[src/hw/rtl/cube_map_face_select_unit_defines.svh]
// Assertion macros shared by the cube map face select unit.
`ifndef CUBE_MAP_FACE_SELECT_UNIT_DEFINES_SVH
`define CUBE_MAP_FACE_SELECT_UNIT_DEFINES_SVH

// Same-cycle implication, checked at every rising edge outside reset.
`define CMFS_ASSERT_IMPL(label, ante, cons, msg) \
    label: assert property (@(posedge clk) disable iff (!rst_n) (ante) |-> (cons)) \
        else $error(msg);

// Next-cycle implication, checked at every rising edge outside reset.
`define CMFS_ASSERT_NEXT(label, ante, cons, msg) \
    label: assert property (@(posedge clk) disable iff (!rst_n) (ante) |=> (cons)) \
        else $error(msg);

`endif

[src/hw/rtl/cmfs_pkg.sv]
// Shared constants, face codes and stage payload types of the cube map face select unit.
package cmfs_pkg;

    localparam int COMP_BITS  = 16;
    localparam int COORD_BITS = 16;

    // One fractional quotient bit is resolved per divider step stage.
    localparam int NUM_STEPS = COORD_BITS - 1;

    localparam int S_TDATA_W  = ((3 * COMP_BITS + 7) / 8) * 8;
    localparam int M_DATA_W   = 3 + 2 * COORD_BITS;
    localparam int M_TDATA_W  = ((M_DATA_W + 7) / 8) * 8;
    localparam int M_PAD_W    = M_TDATA_W - M_DATA_W;

    localparam logic [2:0] FACE_POS_X = 3'd0;
    localparam logic [2:0] FACE_NEG_X = 3'd1;
    localparam logic [2:0] FACE_POS_Y = 3'd2;
    localparam logic [2:0] FACE_NEG_Y = 3'd3;
    localparam logic [2:0] FACE_POS_Z = 3'd4;
    localparam logic [2:0] FACE_NEG_Z = 3'd5;

    localparam logic [COORD_BITS-1:0] COORD_HALF = {1'b1, {(COORD_BITS-1){1'b0}}};
    localparam logic [COORD_BITS-1:0] COORD_MAX  = {COORD_BITS{1'b1}};

    // Result of the face selection stage.
    typedef struct packed {
        logic                        zero;
        logic [2:0]                  face;
        logic [COMP_BITS-1:0]        depth;
        logic signed [COMP_BITS:0]   du;
        logic signed [COMP_BITS:0]   dv;
    } sel_t;

    // Partial state of the two coordinate divisions.
    typedef struct packed {
        logic                        zero;
        logic [2:0]                  face;
        logic                        sat_u;
        logic                        sat_v;
        logic [COMP_BITS-1:0]        depth;
        logic [COMP_BITS-1:0]        rem_u;
        logic [COMP_BITS-1:0]        rem_v;
        logic [COORD_BITS-1:0]       q_u;
        logic [COORD_BITS-1:0]       q_v;
    } div_t;

endpackage

[src/hw/rtl/cmfs_select.sv]
// Face selection stage: component magnitudes, major axis choice and minor components.
module cmfs_select
    import cmfs_pkg::*;
(
    input  logic                        clk,
    input  logic                        rst_n,
    input  logic                        load,
    input  logic                        in_valid,
    input  logic signed [COMP_BITS-1:0] dir_x,
    input  logic signed [COMP_BITS-1:0] dir_y,
    input  logic signed [COMP_BITS-1:0] dir_z,
    output logic                        out_valid,
    output sel_t                        out_data
);

    logic signed [COMP_BITS:0] x_ext, y_ext, z_ext;
    logic signed [COMP_BITS:0] x_neg, y_neg, z_neg;
    logic [COMP_BITS-1:0]      ax, ay, az;
    logic                      x_pos, y_pos, z_pos;
    logic                      valid_reg;
    sel_t                      data_reg, data_next;

    assign x_ext = {dir_x[COMP_BITS-1], dir_x};
    assign y_ext = {dir_y[COMP_BITS-1], dir_y};
    assign z_ext = {dir_z[COMP_BITS-1], dir_z};
    assign x_neg = -x_ext;
    assign y_neg = -y_ext;
    assign z_neg = -z_ext;

    // The magnitude of the most negative value still fits unsigned.
    assign ax = dir_x[COMP_BITS-1] ? x_neg[COMP_BITS-1:0] : dir_x[COMP_BITS-1:0];
    assign ay = dir_y[COMP_BITS-1] ? y_neg[COMP_BITS-1:0] : dir_y[COMP_BITS-1:0];
    assign az = dir_z[COMP_BITS-1] ? z_neg[COMP_BITS-1:0] : dir_z[COMP_BITS-1:0];

    assign x_pos = !dir_x[COMP_BITS-1] && (dir_x != '0);
    assign y_pos = !dir_y[COMP_BITS-1] && (dir_y != '0);
    assign z_pos = !dir_z[COMP_BITS-1] && (dir_z != '0);

    always_comb
    begin
        data_next.zero = (ax == '0) && (ay == '0) && (az == '0);
        if ((ax >= ay) && (ax >= az))
        begin
            data_next.dv    = y_ext;
            data_next.depth = ax;
            if (x_pos)
            begin
                data_next.face = FACE_POS_X;
                data_next.du   = z_ext;
            end
            else
            begin
                data_next.face = FACE_NEG_X;
                data_next.du   = z_neg;
            end
        end
        else if (ay >= az)
        begin
            data_next.du    = x_ext;
            data_next.depth = ay;
            if (y_pos)
            begin
                data_next.face = FACE_POS_Y;
                data_next.dv   = z_ext;
            end
            else
            begin
                data_next.face = FACE_NEG_Y;
                data_next.dv   = z_neg;
            end
        end
        else
        begin
            data_next.dv    = y_ext;
            data_next.depth = az;
            if (z_pos)
            begin
                data_next.face = FACE_POS_Z;
                data_next.du   = x_neg;
            end
            else
            begin
                data_next.face = FACE_NEG_Z;
                data_next.du   = x_ext;
            end
        end
    end

    always_ff @(posedge clk or negedge rst_n)
    begin
        if (!rst_n)
        begin
            valid_reg <= 1'b0;
        end
        else if (load)
        begin
            valid_reg <= in_valid;
        end
    end

    always_ff @(posedge clk)
    begin
        if (load)
        begin
            data_reg <= data_next;
        end
    end

    assign out_valid = valid_reg;
    assign out_data  = data_reg;

endmodule

[src/hw/rtl/cmfs_div_init.sv]
// Divider entry stage: numerator forming and the integer part of both quotients.
module cmfs_div_init
    import cmfs_pkg::*;
(
    input  logic clk,
    input  logic rst_n,
    input  logic load,
    input  logic in_valid,
    input  sel_t in_data,
    output logic out_valid,
    output div_t out_data
);

    logic signed [COMP_BITS+1:0] sum_u, sum_v;
    logic [COMP_BITS:0]          num_u, num_v, depth_ext, depth_dbl;
    logic [COMP_BITS:0]          diff_u, diff_v;
    logic                        one_u, one_v, two_u, two_v;
    logic                        valid_reg;
    div_t                        data_reg, data_next;

    // depth + minor is never negative and at most twice the depth.
    assign sum_u     = $signed({2'b00, in_data.depth}) + {in_data.du[COMP_BITS], in_data.du};
    assign sum_v     = $signed({2'b00, in_data.depth}) + {in_data.dv[COMP_BITS], in_data.dv};
    assign num_u     = sum_u[COMP_BITS:0];
    assign num_v     = sum_v[COMP_BITS:0];
    assign depth_ext = {1'b0, in_data.depth};
    assign depth_dbl = {in_data.depth, 1'b0};
    assign diff_u    = num_u - depth_ext;
    assign diff_v    = num_v - depth_ext;
    assign one_u     = num_u >= depth_ext;
    assign one_v     = num_v >= depth_ext;
    assign two_u     = num_u == depth_dbl;
    assign two_v     = num_v == depth_dbl;

    always_comb
    begin
        data_next.zero  = in_data.zero;
        data_next.face  = in_data.face;
        data_next.depth = in_data.depth;
        data_next.sat_u = two_u;
        data_next.sat_v = two_v;
        data_next.rem_u = two_u ? '0 : (one_u ? diff_u[COMP_BITS-1:0] : num_u[COMP_BITS-1:0]);
        data_next.rem_v = two_v ? '0 : (one_v ? diff_v[COMP_BITS-1:0] : num_v[COMP_BITS-1:0]);
        data_next.q_u   = {{(COORD_BITS-1){1'b0}}, one_u};
        data_next.q_v   = {{(COORD_BITS-1){1'b0}}, one_v};
    end

    always_ff @(posedge clk or negedge rst_n)
    begin
        if (!rst_n)
        begin
            valid_reg <= 1'b0;
        end
        else if (load)
        begin
            valid_reg <= in_valid;
        end
    end

    always_ff @(posedge clk)
    begin
        if (load)
        begin
            data_reg <= data_next;
        end
    end

    assign out_valid = valid_reg;
    assign out_data  = data_reg;

endmodule

[src/hw/rtl/cmfs_div_step.sv]
// Divider step stage: one restoring division step, one quotient bit for each coordinate.
module cmfs_div_step
    import cmfs_pkg::*;
(
    input  logic clk,
    input  logic rst_n,
    input  logic load,
    input  logic in_valid,
    input  div_t in_data,
    output logic out_valid,
    output div_t out_data
);

    logic [COMP_BITS:0] rem2_u, rem2_v, depth_ext, diff_u, diff_v;
    logic               bit_u, bit_v;
    logic               valid_reg;
    div_t               data_reg, data_next;

    assign depth_ext = {1'b0, in_data.depth};
    assign rem2_u    = {in_data.rem_u, 1'b0};
    assign rem2_v    = {in_data.rem_v, 1'b0};
    assign diff_u    = rem2_u - depth_ext;
    assign diff_v    = rem2_v - depth_ext;
    assign bit_u     = rem2_u >= depth_ext;
    assign bit_v     = rem2_v >= depth_ext;

    always_comb
    begin
        data_next       = in_data;
        data_next.rem_u = bit_u ? diff_u[COMP_BITS-1:0] : rem2_u[COMP_BITS-1:0];
        data_next.rem_v = bit_v ? diff_v[COMP_BITS-1:0] : rem2_v[COMP_BITS-1:0];
        data_next.q_u   = {in_data.q_u[COORD_BITS-2:0], bit_u};
        data_next.q_v   = {in_data.q_v[COORD_BITS-2:0], bit_v};
    end

    always_ff @(posedge clk or negedge rst_n)
    begin
        if (!rst_n)
        begin
            valid_reg <= 1'b0;
        end
        else if (load)
        begin
            valid_reg <= in_valid;
        end
    end

    always_ff @(posedge clk)
    begin
        if (load)
        begin
            data_reg <= data_next;
        end
    end

    assign out_valid = valid_reg;
    assign out_data  = data_reg;

endmodule

[src/hw/rtl/cube_map_face_select_unit.sv]
// Top level of the cube map face select unit: pipeline chain, flow control and output register.
//
// The slave channel takes one direction vector per transaction: dir_x, dir_y and dir_z
// packed in s_tdata. The master channel returns one result per transaction: the face
// number and the face coordinates u and v in m_tdata, and the zero vector flag in m_tuser.
// Results leave in the order the vectors came in.
//
// The datapath is a pipeline of COORD_BITS + 2 register stages: face selection, the
// divider entry stage that forms the numerators and the integer quotient bit, one
// restoring division step per fractional coordinate bit, and the output register.
// One transaction enters per cycle while s_tready is high; the divider steps are fully
// pipelined, so throughput is one result per cycle for as long as the receiver keeps
// m_tready high.
//
// Each stage carries its own valid bit. A stage loads whenever it is empty or the stage
// after it moves on, so bubbles close up while the receiver stalls and s_tready falls
// only when every stage holds a transaction. Nothing is dropped or repeated on a stall.
//
// Reset clears all valid bits; the pipeline comes out of reset empty and ready.
module cube_map_face_select_unit
    import cmfs_pkg::*;
(
    input  logic                  clk,
    input  logic                  rst_n,
    input  logic                  s_tvalid,
    output logic                  s_tready,
    // s_tdata fields from bit 0 up: dir_x, dir_y, dir_z, zero padding.
    input  logic [S_TDATA_W-1:0]  s_tdata,
    output logic                  m_tvalid,
    input  logic                  m_tready,
    // m_tdata fields from bit 0 up: face, coord_u, coord_v, zero padding.
    output logic [M_TDATA_W-1:0]  m_tdata,
    // m_tuser fields from bit 0 up: zero_vector.
    output logic                  m_tuser
);

    `include "cube_map_face_select_unit_defines.svh"

    localparam int NUM_STAGES = NUM_STEPS + 2;

    logic signed [COMP_BITS-1:0] dir_x, dir_y, dir_z;
    sel_t                        sel_data;
    div_t                        div_data [NUM_STEPS+1];
    logic [NUM_STAGES-1:0]       stage_valid;
    logic [NUM_STAGES-1:0]       stage_load;
    logic                        out_load;

    logic                        m_valid_reg;
    logic [2:0]                  face_reg, face_next;
    logic [COORD_BITS-1:0]       coord_u_reg, coord_u_next;
    logic [COORD_BITS-1:0]       coord_v_reg, coord_v_next;
    logic                        zero_reg;

    assign dir_x = s_tdata[COMP_BITS-1:0];
    assign dir_y = s_tdata[2*COMP_BITS-1:COMP_BITS];
    assign dir_z = s_tdata[3*COMP_BITS-1:2*COMP_BITS];

    // Flow control: a stage loads when it is empty or its successor loads.
    assign out_load = !m_valid_reg || m_tready;
    assign stage_load[NUM_STAGES-1] = !stage_valid[NUM_STAGES-1] || out_load;

    genvar gi;
    generate
        for (gi = 0; gi < NUM_STAGES - 1; gi++)
        begin : g_load
            assign stage_load[gi] = !stage_valid[gi] || stage_load[gi+1];
        end
    endgenerate

    assign s_tready = stage_load[0];

    cmfs_select u_select (
        .clk       (clk),
        .rst_n     (rst_n),
        .load      (stage_load[0]),
        .in_valid  (s_tvalid),
        .dir_x     (dir_x),
        .dir_y     (dir_y),
        .dir_z     (dir_z),
        .out_valid (stage_valid[0]),
        .out_data  (sel_data)
    );

    cmfs_div_init u_div_init (
        .clk       (clk),
        .rst_n     (rst_n),
        .load      (stage_load[1]),
        .in_valid  (stage_valid[0]),
        .in_data   (sel_data),
        .out_valid (stage_valid[1]),
        .out_data  (div_data[0])
    );

    generate
        for (gi = 0; gi < NUM_STEPS; gi++)
        begin : g_step
            cmfs_div_step u_div_step (
                .clk       (clk),
                .rst_n     (rst_n),
                .load      (stage_load[gi+2]),
                .in_valid  (stage_valid[gi+1]),
                .in_data   (div_data[gi]),
                .out_valid (stage_valid[gi+2]),
                .out_data  (div_data[gi+1])
            );
        end
    endgenerate

    // A coordinate of exactly 1.0 saturates; the zero vector gives centered coordinates.
    always_comb
    begin
        face_next = div_data[NUM_STEPS].face;
        if (div_data[NUM_STEPS].zero)
        begin
            face_next    = FACE_NEG_X;
            coord_u_next = COORD_HALF;
            coord_v_next = COORD_HALF;
        end
        else
        begin
            coord_u_next = div_data[NUM_STEPS].sat_u ? COORD_MAX : div_data[NUM_STEPS].q_u;
            coord_v_next = div_data[NUM_STEPS].sat_v ? COORD_MAX : div_data[NUM_STEPS].q_v;
        end
    end

    always_ff @(posedge clk or negedge rst_n)
    begin
        if (!rst_n)
        begin
            m_valid_reg <= 1'b0;
        end
        else if (out_load)
        begin
            m_valid_reg <= stage_valid[NUM_STAGES-1];
        end
    end

    always_ff @(posedge clk)
    begin
        if (out_load)
        begin
            face_reg    <= face_next;
            coord_u_reg <= coord_u_next;
            coord_v_reg <= coord_v_next;
            zero_reg    <= div_data[NUM_STEPS].zero;
        end
    end

    assign m_tvalid = m_valid_reg;
    assign m_tdata  = {{M_PAD_W{1'b0}}, coord_v_reg, coord_u_reg, face_reg};
    assign m_tuser  = zero_reg;

    // An accepted transaction always lands in the selection stage.
    `CMFS_ASSERT_NEXT(a_accept_lands, s_tvalid && s_tready, stage_valid[0], "accepted transaction lost at entry")
    // The input stalls exactly when every stage is full and the output is stalled.
    `CMFS_ASSERT_IMPL(a_ready_full, 1'b1, s_tready == (!(&stage_valid) || out_load), "s_tready disagrees with pipeline occupancy")
    // A zero vector result always reports the negative x face with centered coordinates.
    `CMFS_ASSERT_IMPL(a_zero_result, m_tvalid && m_tuser, (face_reg == FACE_NEG_X) && (coord_u_reg == COORD_HALF) && (coord_v_reg == COORD_HALF), "zero vector result malformed")

endmodule

[config.mk]
export PLATFORM = sky130hd
export DESIGN_NAME = cube_map_face_select_unit
export DESIGN_NICKNAME = d
export VERILOG_FILES = /design/src/hw/rtl/cmfs_pkg.sv /design/src/hw/rtl/cmfs_select.sv /design/src/hw/rtl/cmfs_div_init.sv /design/src/hw/rtl/cmfs_div_step.sv /design/src/hw/rtl/cube_map_face_select_unit.sv
export VERILOG_INCLUDE_DIRS = /design/src /design/src/hw/rtl
export SDC_FILE = /design/constraint.sdc
export NUM_CORES = 2
export LEC_CHECK = 0
export BUFFER_PORTS_ARGS = -buffer_cell sky130_fd_sc_hd__buf_2
export CORE_ASPECT_RATIO = 0.6
export CORE_MARGIN = 3
export CORE_UTILIZATION = 52
export DETAILED_ROUTE_END_ITERATION = 16
export GPL_ROUTABILITY_DRIVEN = 0
export PLACE_DENSITY = 0.73
export SLEW_MARGIN = 5
export SYNTH_ARGS = -nofsm -noshare
export SYNTH_HDL_FRONTEND = slang
export SYNTH_SLANG_ARGS = --single-unit
[constraint.sdc]
create_clock -name clk -period 15.9 [get_ports clk]
set_input_delay 3.18 -clock clk [delete_from_list [all_inputs] [get_ports clk]]
set_output_delay 3.18 -clock clk [all_outputs]
set_load 0.005 [all_outputs]
**Yosys cells after proc, flatten, opt, wreduce, memory -nomap -nowiden**

Cells that the tools add are included.

- Register bits: 1196
- Output and inout port bits: 43
- Word-level logic and storage cells: 366

- $add $sub $neg: 35
- Magnitude comparators: 35
- Equal/unequal tests: 2
- Mux-type cells: 43
- Reductions and logical operators: 53

Operators by type and width:

| operator | number |
|---|---|
| $ge A17 B16 Y1 | 32 |
| $mux W16 | 33 |
| $sub A16 B16 Y16 | 30 |
| $mux W53 | 2 |
| $mux W17 | 3 |
| $ge A16 B16 Y1 | 3 |
| $logic_not A16 Y1 | 3 |
| $reduce_bool A16 Y1 | 3 |
| $add A17 B17 Y17 | 2 |
| $eq A17 B17 Y1 | 2 |
| $neg A16 Y17 | 2 |
| $mux W15 | 2 |
| $logic_not A1 Y1 | 21 |
| $logic_or A1 B1 Y1 | 18 |
| $neg A16 Y16 | 1 |
| $logic_and A1 B1 Y1 | 6 |
| $reduce_or A2 Y1 | 2 |
| $mux W1 | 3 |

**Logic depth before layout (Yosys ltp)**

- Word-level depth: 19
- Depth in mapped cells: 20
- Mapped depth without buffers: 18

**By module**

Synthesis repeated with hierarchy kept, for this count alone.

- Cell total of the unflattened synthesis: 7068
- Area total of the unflattened synthesis: 85861.1 µm²

By module, submodules not included:

| module | instances | cells an instance | area an instance (µm²) | sequential area each (µm²) |
|---|---|---|---|---|
| cmfs_div_step at g_step[0].u_div_step ... | 14 | 375 | 4830.9 | 2607.5 |
| cmfs_div_init | 1 | 740 | 6496.2 | 1706.6 |
| cmfs_select | 1 | 567 | 5459.0 | 1646.6 |
| cmfs_div_step at g_step[14].u_div_step | 1 | 364 | 4649.5 | 2607.5 |
| cube_map_face_select_unit | 1 | 147 | 1624.1 | 1106.1 |

**Least setup slack after synthesis**

No wires, ideal clock.

- Path kind: input -> output
- From: input m_tready
- To: output s_tready
- Data arrival time: 8.773 ns
- Data required time: 12.720 ns
- Slack: 3.947 ns
- Cell stages on the path: 9
- Path buffers: 0
- Path through: nor2b_1 and3_1 and3_1 inv_1 nor3_1 and2_1 nand3_1 nor2_1 nand3_1

- Word-level cells in the longest chain between the ends: 18

Ends and longest elaborated chain:

| what | line | RTL |
|---|---|---|
| from (decl) | cube_map_face_select_unit.sv:30 | `input logic m_tready,` |
| $logic_or A1 B1 Y1 | cube_map_face_select_unit.sv:59 | `assign out_load = !m_valid_reg \|\| m_tready;` |
| $logic_or A1 B1 Y1 | cube_map_face_select_unit.sv:60 | `assign stage_load[NUM_STAGES-1] = !stage_valid[NUM_STAGES-1] \|\| out_load;` |
| $logic_or A1 B1 Y1 (3 in a row) | cube_map_face_select_unit.sv:66 | `assign stage_load[gi] = !stage_valid[gi] \|\| stage_load[gi+1];` |
| via g_step[11].u_div_step.load | cmfs_div_step.sv:7 | `input logic load,` |
| $logic_or A1 B1 Y1 (10 in a row) | cube_map_face_select_unit.sv:66 |  |
| via g_step[1].u_div_step.load | cmfs_div_step.sv:7 |  |
| $logic_or A1 B1 Y1 (3 in a row) | cube_map_face_select_unit.sv:66 |  |
| to (decl) | cube_map_face_select_unit.sv:26 | `output logic s_tready,` |

The timed path passes the listed nets, and every way through them passes these cells.

**Worst setup path after layout**

Ends and elaborated chain as after synthesis.

==> out/results.ini <==
[layout]
layout.nets=6745
stdcell_count=7874
area_delta_synth_final_pct=9.05
largest_register_ffs=1032
stdcell_area_um2=74900
drive_above_1_share=0.101

[placement]
dpl_cell_area_um2=71200
dp_cells=7673
dp_slack_ns=5.54
hpwlAfterDp_um=141000
io_buffers=89

[floorplanning]
placementRows=102
dieArea_um2=137000
ios=95
die_y_um=288
die_w_um=475
initial_core_util=0.528
core_um2=130000

[sta]
finClkSkew_ns=0.0745
rsz0062_at_grt=false
slew_viol_final=0
fin_ws_ns=5.49
maxSlewHeadroom=0.158
worst_slew_pin_slew_ns=1.26
fmax_ghz=0.0961
layout_min_cycle_time_ns=10.41
finalSetupViolations=0
fin_setup_tns_ns=0
period_share=0.655
final_hold_viol_count=0

[worst_hold_path]
hp-start=g_step[8].u_div_step.out_data[16]
hold_class=register to register

[setup_path]
r2r-start=u_select.out_data[38]
end_kind=primary output
worst_ep_required_time_ns=12.72
start_kind=input port
worst-endpoint-arrival_ns=7.23
reg2reg_slack_ns=9.45
startpoint=m_tready
worstSetupPathType=input port to primary output
critPathMaxFanout=62

[drt]
ant_nets=0
first_pass_iters=6
wl_per_cell_um=23.0
wl_um=181000
viasPerCell=6.11
via_count=48100
drc_errors=0
first_iter_violations=6264

[clock_network]
cts_root_buffer=clkbuf_16
cts_hold_buf=0
clock_sinks=1196
cts_inserted_buffers=107
cts_tree=yes
path_clk_slew_ns=0.07
h-tree-depth=3
ctsResizeCount=0
cts_setup_buffers=0
cts_buffer_depth=3
insertion_delay_ns=0.75

[flow_run]
drv_cap=0

[yosys]
yosys_register_bits=1196
synth.distinct_cells=86
syn-cell-area_um2=68700
synth-edff-count=1178
yosysTopAreaCellShare=0.515
synth_cells=5941
avgSynthCellArea_um2=11.6
synth_top_flop_cell=edfxtp_1
yosysSeqAreaShare=0.521
yosys_warnings=0
yosys.area.top_type=edfxtp_1
async_flop_share=0.0151
synthTopCellsByArea=edfxtp_1 (51%), ha_1 (11%), xnor2_1 (3.7%)

[global_route]
grt_pass1_wl_um=271000
grt_overflow_total=0
grtUsageTotal=0.261
antenna_found_initial=2
grt_pass1_vias=43800
grt_max_degree=78

[run_status]
outcome=finished, final reports clean

==> Yosys cell counts (95+ instances only) <==
| cell type | count |
|---|---|
| a21o_1 | 141 |
| a21oi_1 | 468 |
| edfxtp_1 | 1178 |
| ha_1 | 595 |
| inv_1 | 454 |
| mux2_2 | 210 |
| nand2_1 | 267 |
| nand2b_1 | 95 |
| nand4_1 | 105 |
| nor2_1 | 555 |
| nor3_1 | 120 |
| o21ai_0 | 201 |
| or3_1 | 101 |
| xnor2_1 | 293 |
| xor2_1 | 198 |
==> worst paths after layout <==
kind | to | cells past startpoint
worst max register to register | u_div_init.out_data[48] | 18
max in group asynchronous | g_step[12].u_div_step.out_valid | 1
min in group asynchronous | u_select.out_valid | 1
worst min-delay path | g_step[9].u_div_step.out_data[17] | 0
worst max-delay path | s_tready | 12
worst min register to register | g_step[9].u_div_step.out_data[17] | 0
==> placed cells by master (no fill, tap or decap), drive strengths merged, types with 14 or more instances in the layout <==
cell	count
a31oi	29
o21ai	215
o41ai	18
nand2b	95
nor3	122
nor2b	74
a31o	33
mux2	211
nand2	268
edfxtp	1178
nand3	55
nand4	105
o21a	55
o31ai	35
o211ai	29
a21o	141
ha	595
or2	25
inv	467
xnor2	293
clkbuf	121
dfrtp	18
mux2i	45
buf	125
a211oi	26
a2111oi	15
xor2	199
a311oi	17
and4	14
or3	106
and2	51
and3	28
a21oi	469
nor2	555
nor4	34
a21boi	51
clkinv	46
fa	32
o21bai	29
==> worst max-delay path: stages <==
cell and delay, ns:
buf_2 0.10, nor2b_1 0.35, and3_1 0.34, and3_1 0.30
clkinv_2 0.31, nor3_1 0.49, and2_1 0.29, nand3_2 0.10
buf_4 0.33, nor2_1 0.40, nand3_2 0.63, buf_2 0.36
==> metal layers <==
metal	track usage	vias to the layer above	wire length, um
met1	0.431	23200	85800
met2	0.319	2593	65500
met5	0	-	0
met3	0.0988	176	27700
met4	0.0356	0	1870
li1	-	22100	-
==> cell families after synthesis <==
logic type,count (synthesis),share of synthesized area
AO/OA/AOI/OAI,1244,0.114
XOR/XNOR,493,0.0633
adder cells (fa/ha/maj),627,0.118
buffers and inverters,569,0.0316
flip-flops,1196,0.521
multiplexers,256,0.0411
other,1,0.0000546
AND/OR/NAND/NOR,1555,0.110
==> area by class of cell <==
class	count	area, um^2
clock inverter	79	946
inverter	456	1710
multi-input combinational	4180	30800
sequential	1196	35800
timing repair buffer	125	716
antenna	1	2.50
clock buffer	121	2730
tap	1716	2150
fill	10300	55100
==> per-stage QoR <==
step / utilization / hold WS (ns)
global route: 0.576 / 0.411
CTS: 0.576 / 0.396
finish: 0.576 / 0.403
global placement: 0.548 / 0.400
detailed placement: 0.548 / 0.405
floorplan: - / 0.400
Power is left out: the tool's default activity adds up to more than one toggle a clock period on the data nets, which glitch-free logic cannot reach.
